--- src/hdl/bbcm_pkg.sv ---
// bbcm_pkg: request, response, entry and update types of the block buffer cache manager
// no dependencies; used by bbcm_cell and block_buffer_cache_manager_core
package bbcm_pkg;

  // request kinds
  localparam logic [1:0] REQ_ACQUIRE = 2'd0;
  localparam logic [1:0] REQ_POLL    = 2'd1;
  localparam logic [1:0] REQ_FILLED  = 2'd2;
  localparam logic [1:0] REQ_RELEASE = 2'd3;

  // response status codes
  localparam logic [2:0] ST_READY    = 3'd0;
  localparam logic [2:0] ST_FILL     = 3'd1;
  localparam logic [2:0] ST_PENDING  = 3'd2;
  localparam logic [2:0] ST_IOERR    = 3'd3;
  localparam logic [2:0] ST_NOBUF    = 3'd4;
  localparam logic [2:0] ST_RELEASED = 3'd5;

  localparam logic [15:0] REF_MAX = 16'hFFFF;

  typedef struct packed {
    logic [1:0]  req_type;
    logic [7:0]  device_id;
    logic [31:0] block_number;
    logic [4:0]  buffer_index;
    logic        read_error;
  } bbcm_req_t;

  typedef struct packed {
    logic [4:0] result_index;
    logic [2:0] status;
  } bbcm_resp_t;

  // per-buffer tag and state
  typedef struct packed {
    logic [7:0]  dev;
    logic [31:0] blk;
    logic [15:0] refs;
    logic        in_cache;
    logic        busy;
    logic        err;
  } bbcm_entry_t;

  // update commands broadcast to every cell
  typedef struct packed {
    logic tgt_we;   // target cell loads the new entry and list positions
    logic e_pop;    // empty fifo head removed: shift positions down
    logic r_dec;    // recency entry removed: positions above it shift down
    logic r_inc;    // recency head insert: positions shift up
  } bbcm_bcast_t;

endpackage

--- src/hdl/bbcm_cell.sv ---
// bbcm_cell: one buffer entry of the rotating chain, with its list positions
// depends on bbcm_pkg
module bbcm_cell import bbcm_pkg::*; #(
  parameter int IW = 5,
  parameter int K  = 0
) (
  input  logic              clk_i,
  input  logic              rst_ni,
  input  logic              shift_i,
  input  bbcm_entry_t       nbr_ent_i,
  input  logic              nbr_em_i,
  input  logic [IW-1:0]     nbr_epos_i,
  input  logic              nbr_rm_i,
  input  logic [IW-1:0]     nbr_rpos_i,
  input  bbcm_bcast_t       bcast_i,
  input  logic [IW-1:0]     tgt_id_i,
  input  bbcm_entry_t       tgt_ent_i,
  input  logic              tgt_em_i,
  input  logic [IW-1:0]     tgt_epos_i,
  input  logic              tgt_rm_i,
  input  logic [IW-1:0]     tgt_rpos_i,
  input  logic [IW-1:0]     rdec_pos_i,
  output bbcm_entry_t       ent_o,
  output logic              em_o,
  output logic [IW-1:0]     epos_o,
  output logic              rm_o,
  output logic [IW-1:0]     rpos_o
);

  bbcm_entry_t   ent_q, ent_d;
  logic          em_q, em_d, rm_q, rm_d;
  logic [IW-1:0] epos_q, epos_d, rpos_q, rpos_d;

  always_comb begin
    ent_d  = ent_q;
    em_d   = em_q;
    epos_d = epos_q;
    rm_d   = rm_q;
    rpos_d = rpos_q;
    if (shift_i) begin
      ent_d  = nbr_ent_i;
      em_d   = nbr_em_i;
      epos_d = nbr_epos_i;
      rm_d   = nbr_rm_i;
      rpos_d = nbr_rpos_i;
    end else if (bcast_i.tgt_we && tgt_id_i == IW'(K)) begin
      ent_d  = tgt_ent_i;
      em_d   = tgt_em_i;
      epos_d = tgt_epos_i;
      rm_d   = tgt_rm_i;
      rpos_d = tgt_rpos_i;
    end else begin
      if (bcast_i.e_pop && em_q) epos_d = epos_q - IW'(1);
      if (rm_q && bcast_i.r_dec && rpos_q > rdec_pos_i) rpos_d = rpos_q - IW'(1);
      if (rm_q && bcast_i.r_inc) rpos_d = rpos_q + IW'(1);
    end
  end

  always_ff @(posedge clk_i or negedge rst_ni) begin
    if (!rst_ni) begin
      ent_q  <= '0;
      em_q   <= 1'b1;
      epos_q <= IW'(K);
      rm_q   <= 1'b0;
      rpos_q <= '0;
    end else begin
      ent_q  <= ent_d;
      em_q   <= em_d;
      epos_q <= epos_d;
      rm_q   <= rm_d;
      rpos_q <= rpos_d;
    end
  end

  assign ent_o  = ent_q;
  assign em_o   = em_q;
  assign epos_o = epos_q;
  assign rm_o   = rm_q;
  assign rpos_o = rpos_q;

endmodule

--- config.mk ---
export PLATFORM = sky130hd
export DESIGN_NAME = bbcm_cell
export DESIGN_NICKNAME = d
export VERILOG_FILES = /design/src/hdl/bbcm_pkg.sv /design/src/hdl/bbcm_cell.sv
export SDC_FILE = /design/constraint.sdc
export NUM_CORES = 1
export LEC_CHECK = 0
export BUFFER_PORTS_ARGS = -buffer_cell sky130_fd_sc_hd__buf_4
export CAP_MARGIN = 15
export CORE_ASPECT_RATIO = 0.7
export CORE_UTILIZATION = 40
export DETAILED_ROUTE_END_ITERATION = 16
export PLACE_DENSITY = 0.85
export SYNTH_ARGS = -nofsm -noshare
export SYNTH_HDL_FRONTEND = slang
export SYNTH_SLANG_ARGS = --single-unit
--- constraint.sdc ---
create_clock -name clk_i -period 2.1 [get_ports clk_i]
set_input_delay 0.21 -clock clk_i [delete_from_list [all_inputs] [get_ports clk_i]]
set_output_delay 0.21 -clock clk_i [all_outputs]
set_load 0.01 [all_outputs]
==> run_results.csv <==
group,metric,value,unit
outcome,outcome,"finished, violations left",
outcome,violations,"negative hold slack",
setup_path,cp-start-kind,"flop",
global_routing,grt_overflow_total,0,
finish,final_area,5890,um^2
timing,fin_skew,0.00186,ns
setup_path,cp_top_family,"compound AO/OA/AOI/OAI gates",
place,dpl.hpwl,7.99,mm
timing,setup-tns-final,0,ns
clocking,cts_tree,"done",
place,io_buffers,229,
logic_synthesis,synth.net_count,542,
logic_synthesis,synth_compound_area_share,11.9,%
timing,hold_viol_final,5,
setup_path,path_max_fanout,5,
power_and_ir_drop,pwr-share-comb,27.9,%
detailed_routing,dr_total_vias,3529,
logic_synthesis,avgSynthCellArea,9.96,um^2
detailed_routing,first_pass_iters,4,
power_and_ir_drop,switching_share,27.5,%
logic_synthesis,synth_area_leaders,"dfrtp_1, mux2i_1, o21ai_1",
setup_path,worst-path-stages,6,
logic_synthesis,yosysTopAreaCell,"dfrtp_1",
setup_path,critPathLaunch,"rpos_o[3]$_DFFE_PN0P_",
logic_synthesis,synth-seq-cells,71,
detailed_routing,antenna_left,0,
global_routing,first_global_vias,3306,
setup_path,critPathSlowestCell,"dfrtp_1",
detailed_routing,drt_iter0_markers,103,
finish,syn2layout_area_growth,58.7,%
die,ios,230,
finish,drive_above_1_share,44.1,%
logic_synthesis,synthSimpleGateAreaFrac,10.4,%
place,place_area,5550,um^2
clocking,postCtsSetupRepairBufs,0,
logic_synthesis,synthAdderAreaFrac,3.57,%
timing,holdWs,-0.0167,ns
global_routing,grt_start_max_net_pins,73,
power_and_ir_drop,peakVddDrop,0.507,mV
setup_path,cp.required,2.31,ns
detailed_routing,drc,0,
die,die_height,82.6,um
power_and_ir_drop,p_leak,0.00333,uW
setup_path,cp-endpoint,"rpos_o[4]$_DFFE_PN0P_",
die,chipWidth,117,um
setup_path,crit_chain,"ha_1 > a21oi_1 > nand2_1 > a211oi_1 > o2111ai_2 > mux2_2",
clocking,h-tree-depth,3,
setup_path,reg2reg_from,"rpos_o[3]$_DFFE_PN0P_",
power_and_ir_drop,p_switching,1310,uW
job,drv_cap,0,
timing,fmax,515,MHz
finish,diodes,0,
power_and_ir_drop,clkPwrFrac,36.7,%
die,coreArea,9030,um^2
detailed_routing,wl,10.6,mm
logic_synthesis,yosysSeqAreaShare,47.9,%
global_routing,grt_usage,21.1,%
setup_path,r2r-end,"rpos_o[4]$_DFFE_PN0P_",
logic_synthesis,yosysUniqueCellTypes,34,
logic_synthesis,synth_common_cells,"dfrtp_1, nand2_1, mux2i_1",
setup_path,critPathArrivalTime,2.15,ns
logic_synthesis,synth_area,3710,um^2
timing,fin_crit_sh,92.5,%
timing,slew_headroom,40.6,%
place,place_ws,0.108,ns
die,die_area,9680,um^2
logic_synthesis,synth_xor_area_share,1.41,%
clocking,clock_latency,0.32,ns
logic_synthesis,synth_warnings,0,
power_and_ir_drop,internal_power,3470,uW
clocking,clkSinkCount,71,
timing,fin_crit,1.94,ns
logic_synthesis,synth_flop_cell,"dfrtp_1",
logic_synthesis,syn_inst,373,
logic_synthesis,muxShareOfSynthArea,20.7,%
timing,fin_ws,0.157,ns
setup_path,r2r_cells,6,
clocking,holdBufCountCts,0,
timing,finalMaxSlewViolations,0,
hold_path,min_path_type,"in2async",
clocking,clk_path_buf_depth,2,
clocking,clk_pin_slew_worst_paths,0.06,ns
setup_path,slowest_delay,0.42,ns
timing,rsz0062_at_grt,"no",
clocking,cts_buffers,9,
detailed_routing,via_per_inst,4.88,
logic_synthesis,synth_edf_count,0,
setup_path,crit_path_end_kind,"flop",
timing,final-setup-viol-count,0,
place,gp_congestion,0.896,
timing,tightest_slew,0.890,ns
global_routing,grt_pass1_wl,15.5,mm
detailed_routing,avgRoutedWirePerCell,14.7,um
power_and_ir_drop,p_seq_share,35.4,%
die,rows,29,
clocking,clockRootBuffer,"clkbuf_16",
setup_path,r2r_slack,0.16,ns
setup_path,cp.buffers_inverters,0,
die,start_util,41.1,%
logic_synthesis,async_reset_ff_share,100,%
logic_synthesis,synth_top_family_by_area,"multiplexers",
setup_path,crit_type,"reg2reg",
logic_synthesis,synth_top_area_share,47.2,%
power_and_ir_drop,pwr_density_cell,812,nW/um^2
global_routing,grt_antenna_before_repair,0,
finish,nNetsFinal,764,
-- state kept, by name, summed over array words and instances, names as in the netlist --
name	count
rpos_o	5
em_o	1
epos_o	5
rm_o	1
ent_o	59
-- kinds of logic after synthesis --
family	count (synthesis)
adder cells (fa/ha/maj)	10
buffers and inverters	38
multiplexers	76
AO/OA/AOI/OAI	81
flip-flops	71
AND/OR/NAND/NOR	91
XOR/XNOR	6
-- cells in the final DEF, fill, tap and decap left out, types with 2 or more instances in the layout --
master / count
a211oi_1: 2
a21oi_1: 4
a31oi_1: 3
and3_1: 2
buf_4: 235
bufinv_16: 3
clkbuf_16: 9
dfrtp_1: 70
ha_1: 9
inv_1: 12
inv_2: 2
mux2_2: 6
mux2i_1: 69
nand2_1: 69
nand2b_1: 2
nand3_1: 3
nor2_1: 7
o21ai_1: 65
o31ai_1: 2
xnor2_1: 2
xor2_1: 4
-- timing repair --
item                       CTS  global route
gates resized for setup      0             1
hold endpoints to repair     0             0
setup endpoints to repair    0             3
-- power groups by stage --
stage / Combinational [uW] / Sequential [uW] / Clock, uW
floorplan: 595 / 1770 / 0
global placement: 1300 / 1700 / 0
detailed placement: 1340 / 1710 / 0
CTS: 1340 / 1700 / 1800
global route: 1480 / 1720 / 1860
finish: 1330 / 1700 / 1750
-- final cells by class --
type	instances	area (um^2)
clock inverters	5	106
multi-input cells	264	1800
inverters	14	52.6
well taps	124	155
clock buffers	10	239
flip-flops and latches	71	1780
repair buffers	235	1760
fillers	715	3140
-- metal layers --
| layer | part of all wire (%) | vias to the layer above | wire length (um) | track usage [%] |
|---|---|---|---|---|
| met3 | 8.5 | 15 | 899 | 7.23 |
| met4 | 1.1 | 0 | 114 | 6.20 |
| met1 | 41 | 1645 | 4300 | 24.3 |
| met5 | 0 | - | 0 | 0 |
| li1 | - | 1728 | - | - |
| met2 | 50 | 141 | 5290 | 37.4 |
-- worst min-delay path by stage --
stage          startpoint  slack [ns]  cells after the start                   end
6_report           rst_ni       -0.02                      1  ent_o[9]$_DFFE_PN0P_
5_1_grt            rst_ni        0.07                      1  ent_o[9]$_DFFE_PN0P_
4_1_cts            rst_ni        0.04                      1  ent_o[9]$_DFFE_PN0P_
3_5_place_dp       rst_ni        0.39                      1  ent_o[9]$_DFFE_PN0P_
3_3_place_gp       rst_ni        0.38                      1  ent_o[9]$_DFFE_PN0P_
2_1_floorplan      rst_ni       -0.09                      0  ent_o[0]$_DFFE_PN0P_
-- stage by stage --
stage | cells | power, uW | utilization [%]
after floorplan | 373 | 2360 | -
after global placement | 708 | 3000 | 61.4
after detailed placement | 708 | 3060 | 61.4
after CTS | 723 | 4840 | 65.2
after global routing | 723 | 5070 | 65.2
final | 723 | 4780 | 65.2
Note: power is estimated with default switching activity, not from simulation.
